--- src/design/bam_pkg.sv ---
// Package: shared types and constants for the button autorepeat message block.
`default_nettype none
package bam_pkg;

    localparam int unsigned NumRegs  = 7;
    localparam int unsigned CfgIdxW  = 3;
    localparam int unsigned CfgDataW = 16;

    // register indexes
    localparam logic [CfgIdxW-1:0] RegDebounce   = 3'd0;
    localparam logic [CfgIdxW-1:0] RegHold       = 3'd1;
    localparam logic [CfgIdxW-1:0] RegRepStart   = 3'd2;
    localparam logic [CfgIdxW-1:0] RegSlowPeriod = 3'd3;
    localparam logic [CfgIdxW-1:0] RegFastAfter  = 3'd4;
    localparam logic [CfgIdxW-1:0] RegFastPeriod = 3'd5;
    localparam logic [CfgIdxW-1:0] RegMenuPeriod = 3'd6;

    // pressed codes
    localparam logic [2:0] CodeMenu = 3'd1;
    localparam logic [2:0] CodeDown = 3'd2;
    localparam logic [2:0] CodeUp   = 3'd4;
    localparam logic [2:0] CodeMute = 3'd6;

    // message constants
    localparam logic [10:0] IdMenu    = 11'h122;
    localparam logic [10:0] IdVolume  = 11'h21F;
    localparam logic [3:0]  LenMenu   = 4'd8;
    localparam logic [3:0]  LenVolume = 4'd3;
    localparam logic [7:0]  CmdMenu   = 8'h02;
    localparam logic [7:0]  CmdDown   = 8'h04;
    localparam logic [7:0]  CmdUp     = 8'h08;
    localparam logic [7:0]  CmdMute   = 8'h0C;
    localparam logic [7:0]  MenuByte5 = 8'hFF;

    typedef struct packed {
        logic [15:0] debounce;
        logic [15:0] hold;
        logic [15:0] rep_start;
        logic [15:0] slow_period;
        logic [15:0] fast_after;
        logic [15:0] fast_period;
        logic [15:0] menu_period;
    } t_cfg;

    typedef struct packed {
        logic [31:0] now_ms;
        logic        menu_level;
        logic        down_level;
        logic        up_level;
        logic [7:0]  scroll_value;
    } t_item;

    typedef struct packed {
        logic [31:0] lockout_start;
        logic [2:0]  previous_code;
        logic [31:0] press_start;
        logic [31:0] last_send;
    } t_state;

    typedef struct packed {
        logic [10:0] msg_id;
        logic [3:0]  msg_length;
        logic [7:0]  byte0;
        logic [7:0]  byte1;
        logic [7:0]  byte5;
    } t_msg;

endpackage
`default_nettype wire

--- src/design/bam_cfg_regs.sv ---
// Configuration register file with reset defaults.
`default_nettype none
module bam_cfg_regs
    import bam_pkg::*;
(
    input  wire logic                i_clk,
    input  wire logic                i_rst_n,
    input  wire logic                i_wr_en,
    input  wire logic [CfgIdxW-1:0]  i_wr_index,
    input  wire logic [CfgDataW-1:0] i_wr_data,
    output t_cfg                     o_cfg
);

    t_cfg r_cfg;

    always_ff @(posedge i_clk) begin
        if (!i_rst_n) begin
            r_cfg.debounce    <= 16'd50;
            r_cfg.hold        <= 16'd100;
            r_cfg.rep_start   <= 16'd800;
            r_cfg.slow_period <= 16'd600;
            r_cfg.fast_after  <= 16'd2000;
            r_cfg.fast_period <= 16'd350;
            r_cfg.menu_period <= 16'd800;
        end else if (i_wr_en) begin
            case (i_wr_index)
                RegDebounce:   r_cfg.debounce    <= i_wr_data;
                RegHold:       r_cfg.hold        <= i_wr_data;
                RegRepStart:   r_cfg.rep_start   <= i_wr_data;
                RegSlowPeriod: r_cfg.slow_period <= i_wr_data;
                RegFastAfter:  r_cfg.fast_after  <= i_wr_data;
                RegFastPeriod: r_cfg.fast_period <= i_wr_data;
                RegMenuPeriod: r_cfg.menu_period <= i_wr_data;
                default: ; // unused index, write dropped
            endcase
        end
    end

    assign o_cfg = r_cfg;

endmodule
`default_nettype wire

--- src/design/bam_step.sv ---
// Per-sample decision logic: lockout, hold timing, autorepeat and message build.
`default_nettype none
module bam_step
    import bam_pkg::*;
(
    input  wire t_cfg   i_cfg,
    input  wire t_state i_state,
    input  wire t_item  i_item,
    output t_state      o_state,
    output logic        o_send,
    output t_msg        o_msg
);

    logic [31:0] lock_age;
    logic [31:0] press_start;
    logic [31:0] last_send;
    logic [31:0] hold;
    logic [31:0] since;
    logic [2:0]  code;
    logic        changed;
    logic        fresh;
    logic        held;
    logic        repeat_ok;
    logic        slow;
    logic        fast;

    always_comb begin
        lock_age = i_item.now_ms - i_state.lockout_start;
        code     = {~i_item.up_level, ~i_item.down_level, ~i_item.menu_level};
        changed  = (code != i_state.previous_code);

        press_start = changed ? i_item.now_ms : i_state.press_start;
        last_send   = changed ? 32'd0 : i_state.last_send;

        hold  = i_item.now_ms - press_start;
        since = i_item.now_ms - last_send;
        fresh = (last_send == 32'd0);
        held  = (hold > {16'd0, i_cfg.hold});
        repeat_ok = (hold > {16'd0, i_cfg.rep_start});
        // exactly at fast_after neither phase applies
        slow = (hold < {16'd0, i_cfg.fast_after}) && (since > {16'd0, i_cfg.slow_period});
        fast = (hold > {16'd0, i_cfg.fast_after}) && (since > {16'd0, i_cfg.fast_period});

        o_send = 1'b0;
        o_msg  = '0;
        o_state.lockout_start = i_state.lockout_start;
        o_state.previous_code = code;
        o_state.press_start   = press_start;
        o_state.last_send     = last_send;

        if (held) begin
            case (code)
                CodeMenu: begin
                    o_send = fresh || (repeat_ok && (since > {16'd0, i_cfg.menu_period}));
                    o_msg.msg_id     = IdMenu;
                    o_msg.msg_length = LenMenu;
                    o_msg.byte0      = CmdMenu;
                    o_msg.byte5      = MenuByte5;
                end
                CodeDown, CodeUp: begin
                    o_send = fresh || (repeat_ok && (slow || fast));
                    o_msg.msg_id     = IdVolume;
                    o_msg.msg_length = LenVolume;
                    o_msg.byte0      = (code == CodeDown) ? CmdDown : CmdUp;
                    o_msg.byte1      = i_item.scroll_value;
                end
                CodeMute: begin
                    o_send = fresh;
                    o_msg.msg_id     = IdVolume;
                    o_msg.msg_length = LenVolume;
                    o_msg.byte0      = CmdMute;
                    o_msg.byte1      = i_item.scroll_value;
                end
                default: begin
                    o_state.lockout_start = i_item.now_ms;
                end
            endcase
            if (o_send) begin
                o_state.lockout_start = i_item.now_ms;
                o_state.last_send     = i_item.now_ms;
            end
        end

        // lockout still running: sample ignored, state untouched
        if (lock_age <= {16'd0, i_cfg.debounce}) begin
            o_send  = 1'b0;
            o_state = i_state;
        end
    end

endmodule
`default_nettype wire

--- src/design/button_autorepeat_message_gen.sv ---
// Top level: button sampler with hold delay and autorepeat, emitting bus messages.
//
//  channel | direction | handshake                 | payload
//  --------+-----------+---------------------------+-------------------------------------
//  in      | input     | i_in_valid / o_in_ready   | i_now_ms, i_*_level, i_scroll_value
//  out     | output    | o_out_valid / i_out_ready | o_msg_id, o_msg_length, o_byte0..7
//  cfg     | input     | i_cfg_valid / o_cfg_ready | i_cfg_index, i_cfg_data
//
// One item per cycle sustained while no result is stalled. An item is captured in the
// input register and evaluated against the timing state in a single pass; a result that
// sends lands in the output register. The state update loop closes through the state
// register alone, which is what allows a new item every cycle.
// Synchronous active-low reset restores the register defaults and clears all state.
// A stalled result holds the output register; the input register then holds too,
// so at most one item waits ahead of the result. Config writes are always ready.
`default_nettype none
module button_autorepeat_message_gen
    import bam_pkg::*;
(
    input  wire logic                i_clk,
    input  wire logic                i_rst_n,
    input  wire logic                i_in_valid,
    output logic                     o_in_ready,
    input  wire logic [31:0]         i_now_ms,
    input  wire logic                i_menu_level,
    input  wire logic                i_down_level,
    input  wire logic                i_up_level,
    input  wire logic [7:0]          i_scroll_value,
    output logic                     o_out_valid,
    input  wire logic                i_out_ready,
    output logic [10:0]              o_msg_id,
    output logic [3:0]               o_msg_length,
    output logic [7:0]               o_byte0,
    output logic [7:0]               o_byte1,
    output logic [7:0]               o_byte2,
    output logic [7:0]               o_byte3,
    output logic [7:0]               o_byte4,
    output logic [7:0]               o_byte5,
    output logic [7:0]               o_byte6,
    output logic [7:0]               o_byte7,
    input  wire logic                i_cfg_valid,
    output logic                     o_cfg_ready,
    input  wire logic [CfgIdxW-1:0]  i_cfg_index,
    input  wire logic [CfgDataW-1:0] i_cfg_data
);

    t_cfg   cfg;
    t_state r_state;
    t_state n_state;
    t_item  r_in;
    logic   r_in_valid;
    logic   r_out_valid;
    t_msg   r_msg;
    t_msg   n_msg;
    logic   n_send;
    logic   advance;

    assign o_cfg_ready = 1'b1;

    bam_cfg_regs u_cfg (
        .i_clk      (i_clk),
        .i_rst_n    (i_rst_n),
        .i_wr_en    (i_cfg_valid),
        .i_wr_index (i_cfg_index),
        .i_wr_data  (i_cfg_data),
        .o_cfg      (cfg)
    );

    // input stage moves whenever the result slot is free or being drained
    assign advance    = !r_out_valid || i_out_ready;
    assign o_in_ready = !r_in_valid || advance;

    always_ff @(posedge i_clk) begin
        if (!i_rst_n) begin
            r_in_valid <= 1'b0;
        end else if (o_in_ready) begin
            r_in_valid <= i_in_valid;
        end
    end

    always_ff @(posedge i_clk) begin
        if (o_in_ready && i_in_valid) begin
            r_in.now_ms       <= i_now_ms;
            r_in.menu_level   <= i_menu_level;
            r_in.down_level   <= i_down_level;
            r_in.up_level     <= i_up_level;
            r_in.scroll_value <= i_scroll_value;
        end
    end

    bam_step u_step (
        .i_cfg   (cfg),
        .i_state (r_state),
        .i_item  (r_in),
        .o_state (n_state),
        .o_send  (n_send),
        .o_msg   (n_msg)
    );

    // timing state commits as the item leaves the input register
    always_ff @(posedge i_clk) begin
        if (!i_rst_n) begin
            r_state     <= '0;
            r_out_valid <= 1'b0;
        end else if (advance) begin
            r_out_valid <= r_in_valid && n_send;
            if (r_in_valid) begin
                r_state <= n_state;
            end
        end
    end

    always_ff @(posedge i_clk) begin
        if (advance && r_in_valid && n_send) begin
            r_msg <= n_msg;
        end
    end

    assign o_out_valid  = r_out_valid;
    assign o_msg_id     = r_msg.msg_id;
    assign o_msg_length = r_msg.msg_length;
    assign o_byte0      = r_msg.byte0;
    assign o_byte1      = r_msg.byte1;
    assign o_byte2      = 8'd0;
    assign o_byte3      = 8'd0;
    assign o_byte4      = 8'd0;
    assign o_byte5      = r_msg.byte5;
    assign o_byte6      = 8'd0;
    assign o_byte7      = 8'd0;

    // a send stamps both the lockout and the last send time with the item's time
    a_send_stamps: assert property (@(posedge i_clk) disable iff (!i_rst_n)
        (advance && r_in_valid && n_send) |=>
            (r_state.lockout_start == $past(r_in.now_ms)) &&
            (r_state.last_send == $past(r_in.now_ms)))
        else $error("send did not stamp lockout and last send");

    // menu results always carry the 8-byte layout
    a_menu_len: assert property (@(posedge i_clk) disable iff (!i_rst_n)
        (o_out_valid && (o_msg_id == IdMenu)) |->
            ((o_msg_length == LenMenu) && (o_byte0 == CmdMenu) && (o_byte5 == MenuByte5)))
        else $error("menu message malformed");

    // volume results carry a 3-byte length and a volume command
    a_vol_len: assert property (@(posedge i_clk) disable iff (!i_rst_n)
        (o_out_valid && (o_msg_id == IdVolume)) |->
            ((o_msg_length == LenVolume) && (o_byte5 == 8'd0) &&
             ((o_byte0 == CmdDown) || (o_byte0 == CmdUp) || (o_byte0 == CmdMute))))
        else $error("volume message malformed");

    // no result is presented right after reset
    a_reset_idle: assert property (@(posedge i_clk)
        !i_rst_n |=> !o_out_valid)
        else $error("result valid after reset");

endmodule
`default_nettype wire

--- config.mk ---
export PLATFORM = sky130hd
export DESIGN_NAME = button_autorepeat_message_gen
export DESIGN_NICKNAME = d
export VERILOG_FILES = /design/src/design/bam_pkg.sv /design/src/design/bam_cfg_regs.sv /design/src/design/bam_step.sv /design/src/design/button_autorepeat_message_gen.sv
export SDC_FILE = /design/constraint.sdc
export NUM_CORES = 1
export LEC_CHECK = 0
export ABC_AREA = 0
export BUFFER_PORTS_ARGS = -buffer_cell sky130_fd_sc_hd__buf_2
export CORE_MARGIN = 1
export CORE_UTILIZATION = 35
export CTS_BUF_LIST = sky130_fd_sc_hd__clkbuf_4 sky130_fd_sc_hd__clkbuf_8
export CTS_CLUSTER_DIAMETER = 150
export DETAILED_ROUTE_END_ITERATION = 7
export PLACE_DENSITY = 0.55
export SLEW_MARGIN = 20
export SYNTH_ARGS = -nofsm -noshare
export SYNTH_HDL_FRONTEND = slang
export SYNTH_SLANG_ARGS = --single-unit
--- constraint.sdc ---
create_clock -name i_clk -period 11.1 [get_ports i_clk]
set_input_delay 1.11 -clock i_clk [delete_from_list [all_inputs] [get_ports i_clk]]
set_output_delay 1.11 -clock i_clk [all_outputs]
set_load 0.01 [all_outputs]
# Word level (Yosys, flattened, before mapping)

Cells that the tools add are included.

Order comparisons: 8
Muxes and demuxes: 13
Equal/unequal tests: 12
Bitwise logic cells: 4
Reduce and logical (&&, ||, !) cells: 30
Add/sub/neg operators: 3

Operators by type and width:

| kind                                          | number |
|---|---|
| > comparator 32 x 16 -> 1 bit                 | 6 |
| 2-to-1 mux 32 bit                             | 6 |
| subtractor 32 bit                             | 3 |
| case mux 22 bit (3 select lines)              | 1 |
| less-or-equal comparator 32 x 16 -> 1 bit     | 1 |
| zero test 32 bit                              | 1 |
| < comparator 32 x 16 -> 1 bit                 | 1 |
| AND reduction 2 bit                           | 8 |
| == test 3 bit, second input constant          | 5 |
| == test 3 x 2 -> 1 bit, second input constant | 3 |
| logical AND 1 bit                             | 8 |
| 2-to-1 mux 8 bit                              | 1 |
| == test 3 x 1 -> 1 bit, second input constant | 2 |
| logical OR 1 bit                              | 5 |
| AND reduction 5 bit                           | 1 |
| 2-to-1 mux 4 bit                              | 1 |
| inverter 1 bit                                | 4 |
| OR reduction 4 bit                            | 1 |
| zero test 3 bit                               | 1 |
| 2-to-1 mux 1 bit                              | 3 |
| inequality test 3 bit                         | 1 |
| case mux 1 bit (3 select lines)               | 1 |
| AND reduction 3 bit                           | 1 |
| OR reduction 3 bit                            | 1 |
| 3 further kinds                               | 4 |

Register bits: 295
Word-level logic and storage cells: 93

# Depth between registers and ports, before layout

Gate-level depths: netlist of run 1.

Word-level depth: 14
Mapped depth: 32

# By module

A second synthesis of run 1 with hierarchy kept.

Cell total of the unflattened synthesis: 2604
Area, all modules: 22083.7 µm²

By module, submodules not included:

| module                        | cells each | sequential area each (µm²) | instances | area each (µm²) |
|---|---|---|---|---|
| bam_step                      | 1634       | 0.0                        | 1         | 11060.6 |
| button_autorepeat_message_gen | 566        | 4484.3                     | 1         | 6775.2 |
| bam_cfg_regs                  | 404        | 2242.2                     | 1         | 4247.8 |

# Worst setup path before layout of run 1

No wires, ideal clock.

Path kind: register to register
Start point: register r_in[10] in the netlist's numbering
End point: register r_msg (netlist bit o_byte0[1]), enable pin
Cell stages (with the launch flop): 31
Arrival time: 5.745 ns
Setup time: 0.303 ns
Path buffers: 6
Required time: 10.797 ns
Path slack: 5.053 ns
Path through: edfxtp_1 > buf_6 > xnor2_2 > nor3_2 > buf_4 > buf_2 > clkbuf_1 > nand2_1 > ha_1 > nor2b_1 > o2111a_1 > nor2_1 > o21ai_0 > a21o_1 > a21o_1 > a31oi_1 > o21ai_0 > a31oi_1 > xnor2_1 > ha_1 > nand4_1 > or2_2 > a21oi_1 > o32ai_1 > nor3b_1 > nor4_1 > o211ai_1 > a31oi_4 > nor4_2 > buf_6 > buf_12

Cells in the longest elaborated chain, start to end: 14

Ends and longest elaborated chain:

| what                                                        | line                                 | source |
|---|---|---|
| start: declaration                                          | button_autorepeat_message_gen.sv:50  | `t_item r_in;` |
| inverter 1 bit (*)                                          | bam_step.sv:29                       | `code = {~i_item.up_level, ~i_item.down_level, ~i_item.menu_level};` |
| inequality test 3 bit                                       | bam_step.sv:30                       | `changed = (code != i_state.previous_code);` |
| 2-to-1 mux 32 bit (on tied branches)                        | bam_step.sv:32, bam_step.sv:33       |  |
| subtractor 32 bit (on tied branches)                        | bam_step.sv:35, bam_step.sv:36       |  |
| < comparator 32 x 16 -> 1 bit, or another cell as far along | bam_step.sv:41                       | `slow = (hold < {16'd0, i_cfg.fast_after}) && (since > {16'd0, i_cfg.slow_period});` |
| logical AND 1 bit (on tied branches)                        | bam_step.sv:41, bam_step.sv:42       |  |
| logical OR 1 bit                                            | bam_step.sv:61                       | `o_send = fresh \|\| (repeat_ok && (slow \|\| fast));` |
| logical AND 1 bit                                           | bam_step.sv:61                       |  |
| logical OR 1 bit                                            | bam_step.sv:61                       |  |
| case mux 1 bit (3 select lines)                             | bam_step.sv:52                       | `case (code)` |
| 2-to-1 mux 1 bit                                            | bam_step.sv:51                       | `if (held) begin` |
| 2-to-1 mux 1 bit (*)                                        | bam_step.sv:51                       |  |
| 2-to-1 mux 1 bit (*)                                        | bam_step.sv:85                       | `if (lock_age <= {16'd0, i_cfg.debounce}) begin` |
| logical AND 1 bit (*)                                       | button_autorepeat_message_gen.sv:114 | `if (advance && r_in_valid && n_send) begin` |
| end signal: assignment                                      | button_autorepeat_message_gen.sv:115 | `r_msg <= n_msg;` |
| end: declaration                                            | button_autorepeat_message_gen.sv:53  | `t_msg r_msg;` |

Mark *: on every way between the ends. The rest lies on a longest branch, timed or not. The select of a mux whose other input is x is not followed.
A chain may end at the register's enable or synchronous reset.

# Final worst setup path of run 1

Start point: register r_in[10] in the netlist's numbering
End point: register r_msg (netlist bit o_byte1[4]), enable pin

Cells in the longest elaborated chain, start to end: 14

Ends and longest elaborated chain:

| what                                                                           | line                                 | source |
|---|---|---|
| inverter 1 bit (*)                                                             | bam_step.sv:29                       |  |
| inequality test 3 bit (*)                                                      | bam_step.sv:30                       |  |
| 2-to-1 mux 32 bit (*)                                                          | bam_step.sv:32                       | `press_start = changed ? i_item.now_ms : i_state.press_start;` |
| via u_step.press_start[0]                                                      | bam_step.sv:15                       | `logic [31:0] press_start;` |
| subtractor 32 bit (*)                                                          | bam_step.sv:35                       | `hold = i_item.now_ms - press_start;` |
| < comparator 32 x 16 -> 1 bit or > comparator 32 x 16 -> 1 bit (tied branches) | bam_step.sv:41, bam_step.sv:42       |  |
| logical AND 1 bit (on tied branches)                                           | bam_step.sv:41, bam_step.sv:42       |  |
| logical OR 1 bit                                                               | bam_step.sv:61                       |  |
| logical AND 1 bit                                                              | bam_step.sv:61                       |  |
| logical OR 1 bit                                                               | bam_step.sv:61                       |  |
| case mux 1 bit (3 select lines)                                                | bam_step.sv:52                       |  |
| 2-to-1 mux 1 bit                                                               | bam_step.sv:51                       |  |
| 2-to-1 mux 1 bit (*)                                                           | bam_step.sv:51                       |  |
| 2-to-1 mux 1 bit (*)                                                           | bam_step.sv:85                       |  |
| logical AND 1 bit (*)                                                          | button_autorepeat_message_gen.sv:114 |  |

Mark *: on every way through the listed nets, which the timed path passes. The rest lies on a longest branch. The select of a mux whose other input is x is not followed.

==> results of run 1 <==
[state kept, by name, indices dropped and copies added (netlist names)]
signal,count
o_msg_length,1
r_in,43
o_out_valid,1
r_state,99
o_msg_id,1
u_cfg.o_cfg,112
r_in_valid,1
o_byte0,3
o_byte1,8
o_byte5,1
[report_power, final]
part	internal [uW]	switching, uW	total (uW)	leakage [uW]
sequential	1050	43.3	1090	0.00229
combinational	299	483	783	0.00571
clock	660	473	1130	0.000622
total	2010	999	3000	0.00862
[cell usage after synthesis, types with 57 or more instances]
| master | n |
|---|---|
| nand2_1 | 420 |
| a21oi_1 | 221 |
| dfxtp_1 | 213 |
| ha_1 | 197 |
| inv_1 | 175 |
| nor2_1 | 127 |
| mux2i_1 | 103 |
| o21ai_0 | 93 |
| clkbuf_1 | 71 |
| buf_4 | 68 |
| a21o_1 | 57 |
| edfxtp_1 | 57 |
[stage by stage]
| stage | instances | utilization [%] | hold WS [ps] |
|---|---|---|---|
| 3_5_place_dp | 3087 | 37.09 | 447.2 |
| 5_1_grt | 3181 | 39.29 | 470.0 |
| 3_3_place_gp | 3087 | 37.08 | 442.7 |
| 4_1_cts | 3180 | 39.27 | 455.0 |
| 6_report | 3181 | 39.29 | 456.2 |
| 2_1_floorplan | 2440 | - | 434.7 |
[cells by family after synthesis]
kind of cell / Yosys count
AND/OR/NAND/NOR: 807
AO/OA/AOI/OAI: 594
buffers and inverters: 336
flip-flops: 270
adder cells (fa/ha/maj): 201
multiplexers: 108
XOR/XNOR: 74
other: 2
[worst max-delay path: cells and delay by family, from the launching register on]
kind                       cells  cell delay (ps)
xor gates and xnor gates       2              480
and+or+nand+nor               11             1440
DFF                            1              550
adders and majority gates      2              670
AOI/OAI and AO/OA             11             2270
buffers and inverters          2             1140
[cell usage in the layout, fill, tap and decap left out, types with 39 or more instances in the layout]
cell type	count
nor2_1	127
nand4_1	39
nand2_1	420
a21oi_1	219
conb_1	50
o21ai_0	93
clkbuf_8	60
ha_1	197
buf_2	97
xnor2_1	47
edfxtp_1	57
a21o_1	57
o211ai_1	45
mux2i_1	103
dfxtp_1	213
inv_1	174
[path summary, 6_finish.rpt]
path | start | to | slack (ps)
max | r_in[10]$_DFFE_PP_ | o_byte1[4]$_SDFFCE_PN0P_ | 4050
max reg2reg | r_in[10]$_DFFE_PP_ | o_byte1[4]$_SDFFCE_PN0P_ | 4050
min | u_cfg.o_cfg[23]$_SDFFE_PN0P_ | u_cfg.o_cfg[23]$_SDFFE_PN0P_ | 460
min reg2reg | u_cfg.o_cfg[23]$_SDFFE_PN0P_ | u_cfg.o_cfg[23]$_SDFFE_PN0P_ | 460
[final cells by class]
cell class / count / area, um^2 / area share (%)
Tap cell: 696 / 870.8 / 4.086
Inverter: 175 / 658.1 / 3.088
Clock buffer: 73 / 923.4 / 4.333
Clock inverter: 20 / 260.3 / 1.221
Timing Repair Buffer: 112 / 598.1 / 2.806
Sequential cell: 270 / 5976 / 28.04
Antenna cell: 1 / 2.502 / 0.01174
Multi-Input combinational cell: 1834 / 12020 / 56.41
[per-layer routing]
metal  vias up  routed length (um)
met4         0                1982
met2       544               25660
li1       8453                   -
met1      8064               28490
met5         -                   0
met3       106                3690
==> flow_metrics.tcl, run 1 <==
set metrics [dict create \
    ir_drop_mv 0.07573 \
    synthAdderAreaFrac_pct 13.04 \
    fin_nets 2709 \
    start_util_pct 35.72 \
    io-pin-count 149 \
    grt_max_degree 63 \
    overflow 0 \
    synth_flop_cell "dfxtp_1" \
    crit_top_cell "a21oi_1" \
    r2r_cells 28 \
    syn-instance-count 2392 \
    die_h_um 237.3 \
    cts.sinks 270 \
    synth_mux_area_share_pct 5.612 \
    grt_first_pass_wirelength_mm 92.16 \
    grt.met1_usage_pct 29.53 \
    rsz0062_at_grt "false" \
    period_minus_slack_ps 7053 \
    async_reset_ff_share_pct 0 \
    slowest_delay_ps 630 \
    synthTopCellsByArea "dfxtp_1 22%, ha_1 13%, edfxtp_1 8.8%" \
    vias_per_cell 5.397 \
    maxSlewHeadroom_pct 33.67 \
    clockBufferDepth 3 \
    use_met3_pct 3.345 \
    fillers 5510 \
    synth_compound_area_share_pct 19.64 \
    finalSetupTns_ps 0 \
    syn-cell-area_mm2 0.01937 \
    startpoint_type "flop" \
    vias 17170 \
    place_congestion 0.9288 \
    maxCapViolations 0 \
    fmax_ghz 0.1418 \
    clk_pin_slew_ps 60 \
    cts_made_buffers 50 \
    grt_pass1_vias 16210 \
    drive_above_1_share_pct 9.622 \
    synth_top_area_cell "dfxtp_1" \
    worst_slew_pin_slew_ps 991.8 \
    fin_ws_ps 4047 \
    ys_types 88 \
    synth_warnings 0 \
    placed_cell_area_mm2 0.02012 \
    p_leak_uw 0.008621 \
    power_uw 3005 \
    ant_nets 0 \
    antenna_found_initial 1 \
    core_area_mm2 0.05424 \
    cp.required_ps 11340 \
    syn_area_per_cell_um2 8.100 \
    hold_viol 0 \
    crit_slowest_cell "buf_4" \
    post_cts_buffers 0 \
    cts_tree "done" \
    worstHoldPathCells 2 \
    port_buffers 98 \
    track_usage_pct 20.93 \
    hold_buffers 0 \
    grtUsageMet2_pct 31.90 \
    hold_path_class "reg2reg" \
    firstDrtPassIters 6 \
    status "finished, final reports clean" \
    crit_fanout 57 \
    cts_max_level 2 \
    finalSetupViolations 0 \
    clockRootBuffer "clkbuf_8" \
    die_area_mm2 0.05630 \
    worstSetupPathType "reg2reg" \
    ys_seq_area_share_pct 30.84 \
    clock_latency_ps 680 \
    finalCritPeriodShare_pct 63.54 \
    synth_top_area_share_pct 22.01 \
    synth_edf_count 57 \
    fin_area_mm2 0.02131 \
    arrival_ps 7300 \
    synth_xor_area_share_pct 3.384 \
    power_density_mw_per_mm2 141.0 \
    busiest_layer "met2" \
    drc_errors 0 \
    post_drt_wl_per_cell_um 18.81 \
    yosys.area_share.simple_pct 19.12 \
    areaGrowthSynthToFinish_pct 9.990 \
    finClkSkew_ps 70.85 \
    dp_hpwl_mm 46.50 \
    die_x_um 237.3 \
    wl_mm 59.83 \
    synth_top_family_by_area "compound AO/OA/AOI/OAI gates" \
    row_count 85 \
    worstSetupEndpointType "flop" \
    drt-initial-drc-count 1230 \
    post-place-ws_ps 4113 \
    cts_resized 0 \
    report.final.slew_viol_count 0 \
    synth-seq-cells 270 \
]
No activity file was read; power rests on OpenSTA's default activity.
==> run 2, diff against run 1 <==
==> constraint.sdc (replaced) <==
create_clock -name i_clk -period 6.7 [get_ports i_clk]
set_input_delay 0.67 -clock i_clk [delete_from_list [all_inputs] [get_ports i_clk]]
set_output_delay 0.67 -clock i_clk [all_outputs]
set_load 0.01 [all_outputs]
==> flow_metrics.tcl, run 2 (synthesis gave the netlist of run 1 again) <==
set metrics [dict create \
    drive_above_1_share_pct 9.916 \
    die_x_um 237.3 \
    worstSetupPathType "reg2reg" \
    io-pin-count 149 \
    port_buffers 98 \
    grt_first_pass_wirelength_mm 95.12 \
    report.final.slew_viol_count 0 \
    clockBufferDepth 3 \
    dp_hpwl_mm 48.01 \
    maxCapViolations 0 \
    worstSetupEndpointType "flop" \
    final_common_cell "nand2_1" \
    startpoint_type "flop" \
    power_density_mw_per_mm2 225.4 \
    maxSlewHeadroom_pct 29.06 \
    clock_latency_ps 620 \
    status "finished, final reports clean" \
    start_util_pct 35.72 \
    track_usage_pct 21.52 \
    core_area_mm2 0.05424 \
    ff_latch_area_mm2 0.005976 \
    grt_pass1_vias 16610 \
    grt_max_degree 97 \
    slowest_delay_ps 500 \
    power_uw 4816 \
    row_count 85 \
    placed_cell_area_mm2 0.02023 \
    cts.sinks 270 \
    drc_errors 0 \
    fillers 5523 \
    vias_per_cell 5.402 \
    arrival_ps 6790 \
    die_area_mm2 0.05630 \
    areaGrowthSynthToFinish_pct 10.30 \
    clockRootBuffer "clkbuf_8" \
    fin_area_mm2 0.02137 \
    hold_path_class "in2reg" \
    wl_mm 61.50 \
    largest_reg_flops 112 \
    finalSetupViolations 0 \
    ir_drop_mv 0.2138 \
    antenna_found_initial 1 \
    cts_tree "done" \
    clk_pin_slew_ps 70 \
    final_cells 3188 \
    fin_nets 2721 \
    cp.buffers_inverters 2 \
    drt-initial-drc-count 1083 \
    most-common-layout-cells "420 x nand2_1, 219 x a21oi_1, 213 x dfxtp_1, 197 x ha_1, 174 x inv_1" \
    place_congestion 0.9743 \
    overflow 0 \
    finalCritPeriodShare_pct 93.96 \
    crit_family "compound AO/OA/AOI/OAI gates" \
    p_leak_uw 0.008637 \
    cts_max_level 2 \
    hold_viol 0 \
    die_h_um 237.3 \
    worst_slew_pin_slew_ps 1064 \
    crit_slowest_cell "o32ai_1" \
    crit_fanout 47 \
    fmax_ghz 0.1588 \
    dp.cells 3097 \
    cts_made_buffers 49 \
    cp.required_ps 7190 \
    firstDrtPassIters 5 \
    post_drt_wl_per_cell_um 19.29 \
    ant_nets 0 \
    period_minus_slack_ps 6296 \
    multi_input_area_mm2 0.01208 \
    finClkSkew_ps 26.73 \
    rsz0062_at_grt "true" \
    vias 17220 \
]
run 2: cell types whose count changed in the layout (fill, tap and decap cells not counted), sizes merged:
cell	previous run	this run
bufinv	5	2
clkinv	11	8
clkbuf	73	75
nor3	25	26
inv	178	176
buf	112	124
run 2: per-layer routing:
metal / global-route usage [%] / vias to the layer above / routed length [um]
met5: 0 / - / 0
met4: 7.273 / 0 / 1986
met3: 2.973 / 107 / 3606
met2: 33.08 / 493 / 26470
met1: 30.73 / 8155 / 29430
li1: - / 8465 / -
run 2: worst paths after layout:
| kind | slack [ps] | startpoint | depth (start not counted) | to |
|---|---|---|---|---|
| max | 400 | r_in[8]$_DFFE_PP_ | 25 | o_out_valid$_SDFFE_PN0P_ |
| min | 230 | i_scroll_value[5] | 1 | r_in[5]$_DFFE_PP_ |
| max reg2reg | 400 | r_in[8]$_DFFE_PP_ | 25 | o_out_valid$_SDFFE_PN0P_ |
| min reg2reg | 450 | u_cfg.o_cfg[2]$_SDFFE_PN0P_ | 2 | u_cfg.o_cfg[2]$_SDFFE_PN0P_ |
run 2: where the power goes:
group	internal (uW)	leakage (uW)	switching, uW
Clock	962	0.000553	721
Sequential	1730	0.00229	72.5
Combinational	514	0.00579	814
run 2: final cells by class:
class	count	share of cell area [%]
Multi-Input combinational cell	1835	56.51
Clock inverter	12	0.5386
Tap cell	696	4.075
Timing Repair Buffer	124	3.454
Sequential cell	270	27.96
Antenna cell	1	0.01171
Clock buffer	75	4.362
Inverter	175	3.085
run 2: timing repair:
action | 4_1_cts | 5_1_grt
gates resized for setup | 0 | 5
hold buffers | 0 | 0
buffers inserted | 0 | 2
endpoints found under the hold margin | 0 | 0
endpoints found under the setup margin | 0 | 79
run 2: through the flow:
step           hold slack [ps]  setup TNS [ps]  setup WS, ps  util (%)
6_report                 226.3               0         404.4     39.40
5_1_grt                  192.2          -766.9        -52.97     39.40
4_1_cts                  176.5               0         221.4     39.23
3_5_place_dp             447.5               0         258.9     37.30
3_3_place_gp             443.3               0         389.2     37.29
2_1_floorplan            434.7               0         652.6         -
